### src/rtl/core/ilir_pkg.sv
package ilir_pkg;

    typedef enum logic [2:0] {
        CMD_READ   = 3'd0,
        CMD_WRITE  = 3'd1,
        CMD_INSERT = 3'd2,
        CMD_REMOVE = 3'd3,
        CMD_PUSH   = 3'd4,
        CMD_POP    = 3'd5,
        CMD_RESIZE = 3'd6,
        CMD_CLEAR  = 3'd7
    } t_cmd;

    typedef enum logic [1:0] {
        ST_OK    = 2'd0,
        ST_RANGE = 2'd1,
        ST_FULL  = 2'd2
    } t_status;

    typedef struct packed {
        t_cmd               cmd;
        logic [4:0]         index;
        logic signed [31:0] value;
        logic [4:0]         new_size;
    } t_in;

    typedef struct packed {
        logic signed [31:0] read_data;
        logic [4:0]         length;
        logic               is_empty;
        t_status            status;
    } t_out;

endpackage

### src/rtl/core/indexed_list_insert_remove.sv
// channel | valid      | ready       | payload
// input   | i_in_valid | o_in_ready  | i_in  (ilir_pkg::t_in)
// output  | o_out_valid| i_out_ready | o_out (ilir_pkg::t_out)
//
// Write, push, pop, clear, shrinking or unchanged resize and failed commands
// answer straight from idle. Read passes through S_RD; insert and remove shift
// the entries from the index on in S_MOVE, and insert then writes the value;
// a growing resize zeroes the new entries in S_FILL. The single write port of
// the entry store moves or fills one entry per cycle.
// Synchronous active-low reset empties the list; entries are not cleared.
// A result waits in the output register; the next item is taken once it drains.
module indexed_list_insert_remove #(
    parameter int DEPTH = 16
) (
    input  logic            i_clk,
    input  logic            i_rst_n,
    input  logic            i_in_valid,
    output logic            o_in_ready,
    input  ilir_pkg::t_in   i_in,
    output logic            o_out_valid,
    input  logic            i_out_ready,
    output ilir_pkg::t_out  o_out
);

    localparam int CW = $clog2(DEPTH + 1);
    localparam int AW = $clog2(DEPTH);
    localparam int XW = (CW > 5) ? CW : 5;

    typedef enum logic [1:0] {
        S_IDLE,
        S_RD,
        S_MOVE,
        S_FILL
    } t_state;

    t_state             r_state;
    logic [CW-1:0]      r_count;
    logic               r_ovalid;
    ilir_pkg::t_out     r_out;
    logic [AW-1:0]      r_ptr;
    logic [AW-1:0]      r_dst;
    logic [AW-1:0]      r_idx;
    logic [CW-1:0]      r_left;
    logic               r_up;
    logic               r_ins;
    logic               r_mv;
    logic signed [31:0] r_val;
    logic signed [31:0] r_rdata;
    logic signed [31:0] r_mem [DEPTH];

    logic               in_acc;
    logic [XW-1:0]      idx_x;
    logic [XW-1:0]      cnt_x;
    logic [XW-1:0]      nsz_x;
    logic [XW-1:0]      depth_x;

    t_state             acc_state;
    logic [CW-1:0]      acc_count;
    ilir_pkg::t_status  acc_status;
    logic [CW-1:0]      acc_left;
    logic [AW-1:0]      acc_ptr;
    logic               acc_up;
    logic               acc_ins;

    logic               we;
    logic [AW-1:0]      waddr;
    logic signed [31:0] wdata;
    logic [AW-1:0]      raddr;

    function automatic ilir_pkg::t_out make_out(input logic signed [31:0] rd,
                                                input logic [CW-1:0] cnt,
                                                input ilir_pkg::t_status st);
        ilir_pkg::t_out o;
        logic [XW-1:0]  cx;
        cx          = XW'(cnt);
        o.read_data = rd;
        o.length    = cx[4:0];
        o.is_empty  = (cnt == '0);
        o.status    = st;
        return o;
    endfunction

    assign o_in_ready  = (r_state == S_IDLE) && (!r_ovalid || i_out_ready);
    assign in_acc      = i_in_valid && o_in_ready;
    assign o_out_valid = r_ovalid;
    assign o_out       = r_out;

    assign idx_x   = XW'(i_in.index);
    assign cnt_x   = XW'(r_count);
    assign nsz_x   = XW'(i_in.new_size);
    assign depth_x = XW'(DEPTH);

    always_comb begin
        acc_state  = S_IDLE;
        acc_count  = r_count;
        acc_status = ilir_pkg::ST_OK;
        acc_left   = '0;
        acc_ptr    = '0;
        acc_up     = 1'b0;
        acc_ins    = 1'b0;
        unique case (i_in.cmd)
            ilir_pkg::CMD_READ: begin
                if (idx_x < cnt_x) acc_state = S_RD;
                else acc_status = ilir_pkg::ST_RANGE;
            end
            ilir_pkg::CMD_WRITE: begin
                if (idx_x >= cnt_x) acc_status = ilir_pkg::ST_RANGE;
            end
            ilir_pkg::CMD_INSERT: begin
                if (idx_x > cnt_x) begin
                    acc_status = ilir_pkg::ST_RANGE;
                end else if (cnt_x >= depth_x) begin
                    acc_status = ilir_pkg::ST_FULL;
                end else begin
                    acc_state = S_MOVE;
                    acc_count = r_count + CW'(1);
                    acc_left  = CW'(cnt_x - idx_x);
                    acc_ptr   = AW'(cnt_x - XW'(1));
                    acc_up    = 1'b1;
                    acc_ins   = 1'b1;
                end
            end
            ilir_pkg::CMD_REMOVE: begin
                if (idx_x >= cnt_x) begin
                    acc_status = ilir_pkg::ST_RANGE;
                end else begin
                    acc_state = S_MOVE;
                    acc_count = r_count - CW'(1);
                    acc_left  = CW'(cnt_x - idx_x - XW'(1));
                    acc_ptr   = AW'(idx_x + XW'(1));
                end
            end
            ilir_pkg::CMD_PUSH: begin
                if (cnt_x >= depth_x) acc_status = ilir_pkg::ST_FULL;
                else acc_count = r_count + CW'(1);
            end
            ilir_pkg::CMD_POP: begin
                if (r_count == '0) acc_status = ilir_pkg::ST_RANGE;
                else acc_count = r_count - CW'(1);
            end
            ilir_pkg::CMD_RESIZE: begin
                if (nsz_x > depth_x) begin
                    acc_status = ilir_pkg::ST_FULL;
                end else begin
                    acc_count = CW'(nsz_x);
                    if (nsz_x > cnt_x) begin
                        acc_state = S_FILL;
                        acc_left  = CW'(nsz_x - cnt_x);
                        acc_ptr   = AW'(cnt_x);
                    end
                end
            end
            ilir_pkg::CMD_CLEAR: begin
                acc_count = '0;
            end
        endcase
    end

    always_comb begin
        we    = 1'b0;
        waddr = r_ptr;
        wdata = r_val;
        raddr = r_ptr;
        unique case (r_state)
            S_IDLE: begin
                raddr = AW'(idx_x);
                if (in_acc && acc_status == ilir_pkg::ST_OK) begin
                    if (i_in.cmd == ilir_pkg::CMD_WRITE) begin
                        we    = 1'b1;
                        waddr = AW'(idx_x);
                        wdata = i_in.value;
                    end else if (i_in.cmd == ilir_pkg::CMD_PUSH) begin
                        we    = 1'b1;
                        waddr = AW'(cnt_x);
                        wdata = i_in.value;
                    end
                end
            end
            S_RD: begin
            end
            S_MOVE: begin
                if (r_mv) begin
                    we    = 1'b1;
                    waddr = r_dst;
                    wdata = r_rdata;
                end else if (r_left == '0 && r_ins) begin
                    we    = 1'b1;
                    waddr = r_idx;
                    wdata = r_val;
                end
            end
            S_FILL: begin
                we    = 1'b1;
                waddr = r_ptr;
                wdata = '0;
            end
        endcase
    end

    always_ff @(posedge i_clk) begin
        if (we) r_mem[waddr] <= wdata;
        r_rdata <= r_mem[raddr];
    end

    always_ff @(posedge i_clk) begin
        if (!i_rst_n) begin
            r_state  <= S_IDLE;
            r_count  <= '0;
            r_ovalid <= 1'b0;
            r_mv     <= 1'b0;
        end else begin
            unique case (r_state)
                S_IDLE: begin
                    if (in_acc) begin
                        r_count  <= acc_count;
                        r_state  <= acc_state;
                        r_ptr    <= acc_ptr;
                        r_left   <= acc_left;
                        r_up     <= acc_up;
                        r_ins    <= acc_ins;
                        r_idx    <= AW'(idx_x);
                        r_val    <= i_in.value;
                        r_mv     <= 1'b0;
                        r_ovalid <= (acc_state == S_IDLE);
                        if (acc_state == S_IDLE) begin
                            r_out <= make_out('0, acc_count, acc_status);
                        end
                    end else if (r_ovalid && i_out_ready) begin
                        r_ovalid <= 1'b0;
                    end
                end
                S_RD: begin
                    r_ovalid <= 1'b1;
                    r_out    <= make_out(r_rdata, r_count, ilir_pkg::ST_OK);
                    r_state  <= S_IDLE;
                end
                S_MOVE: begin
                    r_mv  <= (r_left != '0);
                    r_dst <= r_up ? r_ptr + AW'(1) : r_ptr - AW'(1);
                    if (r_left != '0) begin
                        r_left <= r_left - CW'(1);
                        r_ptr  <= r_up ? r_ptr - AW'(1) : r_ptr + AW'(1);
                    end else if (!r_mv) begin
                        r_ovalid <= 1'b1;
                        r_out    <= make_out('0, r_count, ilir_pkg::ST_OK);
                        r_state  <= S_IDLE;
                    end
                end
                S_FILL: begin
                    r_ptr  <= r_ptr + AW'(1);
                    r_left <= r_left - CW'(1);
                    if (r_left == CW'(1)) begin
                        r_ovalid <= 1'b1;
                        r_out    <= make_out('0, r_count, ilir_pkg::ST_OK);
                        r_state  <= S_IDLE;
                    end
                end
            endcase
        end
    end

endmodule

### config.mk
export PLATFORM = sky130hd
export DESIGN_NAME = indexed_list_insert_remove
export DESIGN_NICKNAME = d
export VERILOG_FILES = /design/src/rtl/core/ilir_pkg.sv /design/src/rtl/core/indexed_list_insert_remove.sv
export SDC_FILE = /design/constraint.sdc
export NUM_CORES = 1
export LEC_CHECK = 0
export BUFFER_PORTS_ARGS = -buffer_cell sky130_fd_sc_hd__buf_4
export CAP_MARGIN = 20
export CORE_UTILIZATION = 40
export DETAILED_ROUTE_END_ITERATION = 10
export GPL_TIMING_DRIVEN = 0
export PLACE_DENSITY = 0.59
export SETUP_SLACK_MARGIN = 0.1
export SLEW_MARGIN = 10
export SYNTH_ARGS = -nofsm -noshare
export SYNTH_HDL_FRONTEND = slang
export SYNTH_SLANG_ARGS = --single-unit
### constraint.sdc
create_clock -name i_clk -period 10.7 [get_ports i_clk]
set_input_delay 2.14 -clock i_clk [delete_from_list [all_inputs] [get_ports i_clk]]
set_output_delay 2.14 -clock i_clk [all_outputs]
set_load 0.1 [all_outputs]
==> summary by stage, run 1 <==
Run status
The flow ran to the end, and the final reports show no timing, DRC or antenna violations.

Timing
The number of hold violations in the final report is 0. The final critical-path required period is 5.90 ns. The worst-case headroom to the max-slew limit is 25.0%.

On the final layout, the worst clock skew is 0.0239 ns. The max-slew violation total from the final report is 0. Static timing analysis puts the maximum clock frequency at 169 MHz. In the finished design, the share of the clock period the worst path needs comes to 55.2%. The worst-case hold slack is 0.528 ns.

The number of failing setup endpoints in the final timing report is 0. For the pin with the worst max-slew slack, the measured transition is 1.12 ns. Setup repair after global routing left no endpoint under its margin.

Pwr
The share of power burned in registers is 49.0%. The cell internal power dissipation is 4.42 mW. IR analysis of the VDD net gives a maximum drop of 0.106 mV. The static leakage is 10.6 nW.

The share of total power dissipated in combinational logic is 10.4%. In this run switching power makes up 24.5% of total power. The power dissipated by switching net loads is 1.43 mW.

The power per standard cell area is 184 nW/µm². The part of the total power dissipated in the clock network is 40.6%.

Setup path
The worst setup path is of the in2reg kind. By instance count, the cell type seen most on the critical path is sky130_fd_sc_hd__buf_4. The slowest stage of the critical path belongs to the cell sky130_fd_sc_hd__nor4_2.

The endpoint class of the critical path is a register. The largest stage delay on the critical path is 0.86 ns. The largest fanout on the critical path is 8. The required time at the worst-slack endpoint is 11.01 ns.

Traced cell by cell, the critical path runs through buf_4 > inv_1 > ha_1 > nand2_1 > a211o_4 > a211oi_4 > and3_4 > nand2_1 > a221o_1 > nor4_2 > buf_4 > buf_4 > buf_2. The worst setup path is launched from an input port. STA puts the critical path data arrival time at 6.21 ns.

Route
The number of remaining DRC errors is 0. Once detail routing completed, the nets flagged for antenna violations numbered 0. The violation count after the first detailed-routing iteration is 2,207.

The final routed wire length divided by cell count is 27.7 µm. The via count of the routed design is 16.4k. The routed via count divided by cell count is 5.93.

After detailed routing, the total wire length is 76.6 mm. The first-pass detailed-route iteration total is 5.

Layout
The proportion of layout cells with a drive suffix above 1 is 26.2%. Summing all flip-flop and latch instances after layout gives 18,900 µm². The multi-input combinational cells in the finished layout cover a total of 7380 µm². Once layout is complete, the utilization of the core stands at 48.2%.

At the end of the flow, the number of nets in the layout was 1,921. The layout has 5,554 filler cells. Leaving out filler cells and counting taps, the final layout contains 2,763. The leading cell type in the layout, fill and taps excluded is sky130_fd_sc_hd__edfxtp_1. In the layout the commonest cells are sky130_fd_sc_hd__edfxtp_1 (602), sky130_fd_sc_hd__buf_4 (194), sky130_fd_sc_hd__mux4_2 (128). The area growth from synthesis to layout is 19.2%.

Synthesis
The synthesis warning total is 0. Of all cell types, the one taking the most synthesized area is sky130_fd_sc_hd__edfxtp_1. The primary flip-flop cell chosen by synthesis mapping is sky130_fd_sc_hd__edfxtp_1. Yosys mapped the design onto 74 distinct sky130hd cell types. The mean cell area of the mapped netlist is 17.1 µm². The post-synthesis async set-or-reset flop share is 0%.

The synthesized instance count is 1,556. The synthesized design contains 602 enable-type register cells. Synthesis inferred 643 register bits. The area fraction of the dominant cell type after synthesis is 67.8%.

In this run the cell area of the synthesized design comes to 26,700 µm². Ranked by total cell area, the synthesized netlist is headed by sky130_fd_sc_hd__edfxtp_1 (68%), sky130_fd_sc_hd__mux4_2 (11%), sky130_fd_sc_hd__dfxtp_1 (3.1%). The post-synthesis sequential area ratio is 70.9%. The synthesized netlist net count is 1,633.

Placement
At the end of routability-driven placement, the weighted congestion stood at 0.883. The number of input and output port buffers inserted is 89. Once detailed placement completed, the half-perimeter wirelength came to 54.2 mm.

The placed cell count is 2,633.

Clock tree
Buffers inserted to repair hold after CTS numbered 0. The clock transition at the registers of the reported paths is 0.06 ns. After clock tree synthesis, the setup repair step added 0 buffers. The clock passes through at most 3 buffers.

The clock latency of the later-clocked register in the worst-skew pair is 0.62 ns. TritonCTS built the clock tree. CTS saw 643 sinks.

Post-CTS repair changed the size of 0 cells. CTS placed an instance of sky130_fd_sc_hd__clkbuf_16 at the clock tree root. The clock tree synthesis step divided the H-tree into 3 levels. The total CTS buffers is 69.

Global routing
The pin count of the biggest net entering global routing is 25. The first-pass GRT wire length is 110 mm. In the global route stage, overall resource usage came out at 22.8%. The via count of the first global-routing pass is 16.4k. The global route total overflow is 0. The number of antenna violations at the first check in global routing came to 1.

Min path
The worst min-delay path class is reg2reg.

Die
The full die area is 67,700 µm². The area of the core is 65,900 µm². The starting utilization of the core area is 40.5%.

The die boundary height is 260 µm. The die boundary width is 260 µm. Row generation in the floorplan step produced 94 rows. 91 I/O pins were placed.

Job
Max-cap violations in this run came to 0.
state kept, by name (all words and copies together), names as in the netlist:
register and cells:
r_left 5, o_out 40, r_dst 4, r_mem 512, r_mv 1, cnt_x 5
r_val 32, r_state 2, r_ptr 4, r_ins 1, r_idx 4, o_out_valid 1
r_rdata 32
power groups by stage:
stage	combinational [mW]	clock (mW)	sequential (mW)
floorplan	0.310	0	2.99
global placement	0.572	0	2.93
detailed placement	0.605	0	2.92
CTS	0.607	2.40	2.87
global route	0.647	2.50	2.87
finish	0.610	2.37	2.87
cells in the mapped netlist, drive strengths merged (15+ instances only):
library cell	number
clkbuf	62
mux4	128
o21ai	60
nor4	20
inv	31
xnor2	15
dfxtp	41
and2	66
a22o	32
buf	32
nor2	27
edfxtp	602
a21oi	33
ha	26
nand2	101
a22oi	63
a31oi	37
a211oi	39
final cells by class:
class / count / share of cell area (%)
sequential: 643 / 59.5
multi-input combinational: 788 / 23.2
clock buffer: 102 / 6.21
timing repair buffer: 217 / 5.18
tap: 864 / 3.40
buffer: 94 / 1.22
clock inverter: 23 / 0.906
inverter: 31 / 0.366
antenna: 1 / 0.00788
metal layers:
layer	track usage [%]	wire [µm]
met1	32.1	32000
met2	35.5	35100
met3	4.95	7340
met4	7.00	2160
met5	0	0
kinds of logic after synthesis:
kind of cell | after synthesis | synth area share, %
flip-flops | 643 | 70.9
AO/OA/AOI/OAI | 330 | 8.71
AND/OR/NAND/NOR | 271 | 5.24
multiplexers | 135 | 11.1
buffers and inverters | 125 | 1.89
adder cells (fa/ha/maj) | 28 | 1.37
XOR/XNOR | 24 | 0.789
critical path: cells and delay by family:
| family | cells | cell delay [ns] |
|---|---|---|
| AOI/OAI and AO/OA | 3 | 1.20 |
| adders and majority gates | 1 | 0.33 |
| buffers and inverters | 5 | 1.02 |
| and+or+nand+nor | 4 | 1.49 |
path summary, 6_finish.rpt:
path | depth (start not counted) | end | slack (ns) | startpoint
max | 13 | r_mem[3][29] | 4.80 | i_in[40]
max reg2reg | 13 | r_mem[3][29] | 5.47 | cnt_x[0]
min reg2reg | 2 | r_state[1] | 0.53 | r_state[1]
min | 2 | r_state[1] | 0.53 | r_state[1]
through the flow:
step	setup slack [ns]	power (mW)	TNS, ns	instance area, µm²
after detailed placement	4.32	3.52	0	29500
after global routing	4.62	6.01	0	31800
after global placement	-1.79	3.50	-665.94	28400
after CTS	4.94	5.88	0	31700
after floorplan	3.09	3.30	0	26700
final	4.80	5.85	0	31800
Power figures use the tool's default switching activity.
==> run 2, diff against run 1 <==
Clock period 10.7 ns to 5.55 ns, I/O delays scaled along.
==> run 2 against run 1 <==
  * Final area fell by 0.15%
  * Final cell count fell by 0.36%
  * Die area did not move
  * Wire length rose by 0.83%
  * Count of clock-buffer cells in the layout fell by 10
  * First-iteration DRC count fell by 13%
  * Clock power rose by 85%
  * Sequential share of layout area rose by 0.089 points
  * Largest power group unchanged
==> summary by stage, run 2 (same netlist as run 1, synthesis figures left out) <==
Run status
The flow ran to the end, and the final reports show no timing, DRC or antenna violations.

Route
Wires add up to 77.2 mm. The first-pass detailed-route iteration total is 5. For this block, the initial DRC count from the detailed router was 1,921. The final routed wire length divided by cell count is 28.1 µm. The number of nets with antenna violations after detailed routing is 0. The routed layout has 16.4k vias. For this run, design rule violations remaining after detail routing come to 0. The routed via count divided by cell count is 5.96.

Timing
The number of failing setup endpoints in the final timing report is 0. The clock tree skew after final layout is 0.0254 ns. The maximum clock frequency is 189 MHz.

Hold timing on the final database bottoms out at a slack of 0.548 ns. The fraction of the cycle the final worst path needs is 95.6%. The worst-case setup margin in the final layout is 0.245 ns. The worst-case headroom to the max-slew limit is 22.9%. The max-slew violation total from the final report is 0. The measured slew at the worst slew-check pin is 1.15 ns. The final critical-path required period is 5.30 ns.

Setup repair after global routing left no endpoint under its margin. The number of hold violations in the final report is 0.

Placement
Once placement finished, the instance area stood at 29,500 µm². The placed cell count is 2,613. Summed over all nets, the half-perimeter wirelength after detailed placement is 54.2 mm. Routability-driven placement finished with a final weighted congestion of 0.880. The number of input and output port buffers inserted is 89. OpenSTA, run right after detailed placement, puts the worst setup slack at -0.00776 ns.

Layout
The area growth from synthesis to layout is 19.0%. The top cell types in the final layout, fill and taps aside, are sky130_fd_sc_hd__edfxtp_1 (602), sky130_fd_sc_hd__buf_4 (155), sky130_fd_sc_hd__mux4_2 (128). The post-route netlist has 25.7% of its cells at a drive strength greater than 1. Once layout is done, the placed cells without fillers occupy 31,700 µm². The register with the most flip-flops in the layout has 512 of them. The non-filler instance count after layout is 2,753. The leading cell type in the layout, fill and taps excluded is sky130_fd_sc_hd__edfxtp_1. The number of nets in the layout is 1,906. Counting flops per register, the top entry is r_mem.

Pwr
In this run, flip-flops and latches consume 49.8% of the power. The switching share of power is 24.9%. The static leakage is 10.5 nW.

The power per standard cell area is 351 nW/µm². After layout, the design draws a total of 11.1 mW. The power dissipated by switching net loads is 2.77 mW. The part of the total power dissipated in the clock network is 39.5%.

In this run, the combinational gates consume 10.7% of the power. The maximum ir drop on the vdd rail is 0.262 mV. The cell internal power dissipation is 8.35 mW.

Die
In this run the count of I/O pins placed on the die edge is 91. The area of the core is 65,900 µm². Measured along the y axis, the die boundary spans 260 µm. The full die area is 67,700 µm². In this run the horizontal extent of the chip is 260 µm. The initial utilization of the core area, before any placement, comes to 40.5%. The standard-cell row count is 94.

Clock tree
The clock tree from TritonCTS is yes. The clock transition at the registers of the reported paths is 0.06 ns. CTS built an H-tree with a depth of 3. Counting every sink on the clock net gives 643. The tree is rooted in a sky130_fd_sc_hd__clkbuf_16. No sink is reached through more buffers than the 3 on the longest clock path. In this run, post-CTS hold repair placed 0 buffers. The clock latency of the later-clocked register in the worst-skew pair is 0.62 ns. The total CTS buffers is 68.

Setup path
The critical path is of the reg2reg type. The worst setup path is captured at a register. The reg2reg setup slack is 0.25 ns. For the worst setup path, the data required time is 5.87 ns.

The category of the worst setup path launch point is a register. The largest fanout on the critical path is 9. Data arrives at the worst endpoint at 5.63 ns.

Global routing
The first global-routing pass estimated 111 mm of wire. The via count of the first global-routing pass is 16.3k. In the global route stage, overall resource usage came out at 23.0%.

The number of antenna violations at the first check in global routing is 2. Summed over all layers, the global routing overflow is 0. Entering global routing, the biggest net connects 22 pins.

Job
The number of maximum-capacitance violations is 0.

Min path
The worst min-delay path class is reg2reg.
## run 2: power groups by stage
stage / registers [mW] / logic, mW / clock network, mW
after floorplan: 5.77 / 0.601 / 0
after global placement: 5.64 / 1.11 / 0
after detailed placement: 5.63 / 1.18 / 0
after CTS: 5.53 / 1.18 / 4.44
after global routing: 5.54 / 1.26 / 4.63
final: 5.53 / 1.19 / 4.39
## run 2: routing by layer
metal,track usage (%),share of wire (%)
met2,36.4,47
met1,32.0,42
met3,4.27,8.8
met4,8.06,2.9
met5,0,0
## run 2: cell type report
| cell class | instances | area (µm²) |
|---|---|---|
| clock inverter | 31 | 265 |
| multi-input combinational | 788 | 7440 |
| antenna | 7 | 17.5 |
| buffer | 94 | 387 |
| sequential | 643 | 18900 |
| clock buffer | 92 | 1850 |
| fill | 5636 | 34100 |
| tap | 864 | 1080 |
| inverter | 31 | 116 |
| timing repair buffer | 203 | 1670 |
## run 2: metrics by stage
step | setup TNS (ns) | utilization (%)
final | 0 | 48.2
after global routing | 0 | 48.1
after CTS | 0 | 48.0
after detailed placement | -0.0373 | 44.8
after global placement | -2237.88 | 43.2
after floorplan | -294.22 | -
## run 2: critical path, cell delays in order, from the launching register on
cell	delay, ns
sky130_fd_sc_hd__dfxtp_1	0.40
sky130_fd_sc_hd__clkbuf_1	0.42
sky130_fd_sc_hd__inv_1	0.30
sky130_fd_sc_hd__ha_1	0.46
sky130_fd_sc_hd__nand3_1	0.18
sky130_fd_sc_hd__a2111oi_0	0.45
sky130_fd_sc_hd__nor2_1	0.21
sky130_fd_sc_hd__and3_4	0.24
sky130_fd_sc_hd__nand3b_1	0.12
sky130_fd_sc_hd__a31oi_1	0.21
sky130_fd_sc_hd__buf_4	0.28
sky130_fd_sc_hd__nor4_2	0.82
sky130_fd_sc_hd__buf_4	0.32
sky130_fd_sc_hd__buf_6	0.16
sky130_fd_sc_hd__buf_2	0.22
sky130_fd_sc_hd__buf_4	0.19
## run 2: path summary, 6_finish.rpt
path | startpoint | end | cells after the start
max | cnt_x[0] | r_mem[11][13] | 15
min | r_state[1] | r_state[1] | 2
max reg2reg | cnt_x[0] | r_mem[11][13] | 15
min reg2reg | r_state[1] | r_state[1] | 2
## run 2: repair_timing
action	4_1_cts	5_1_grt
resized for setup	0	0
setup buffers	0	1
endpoints found under the setup margin	0	6
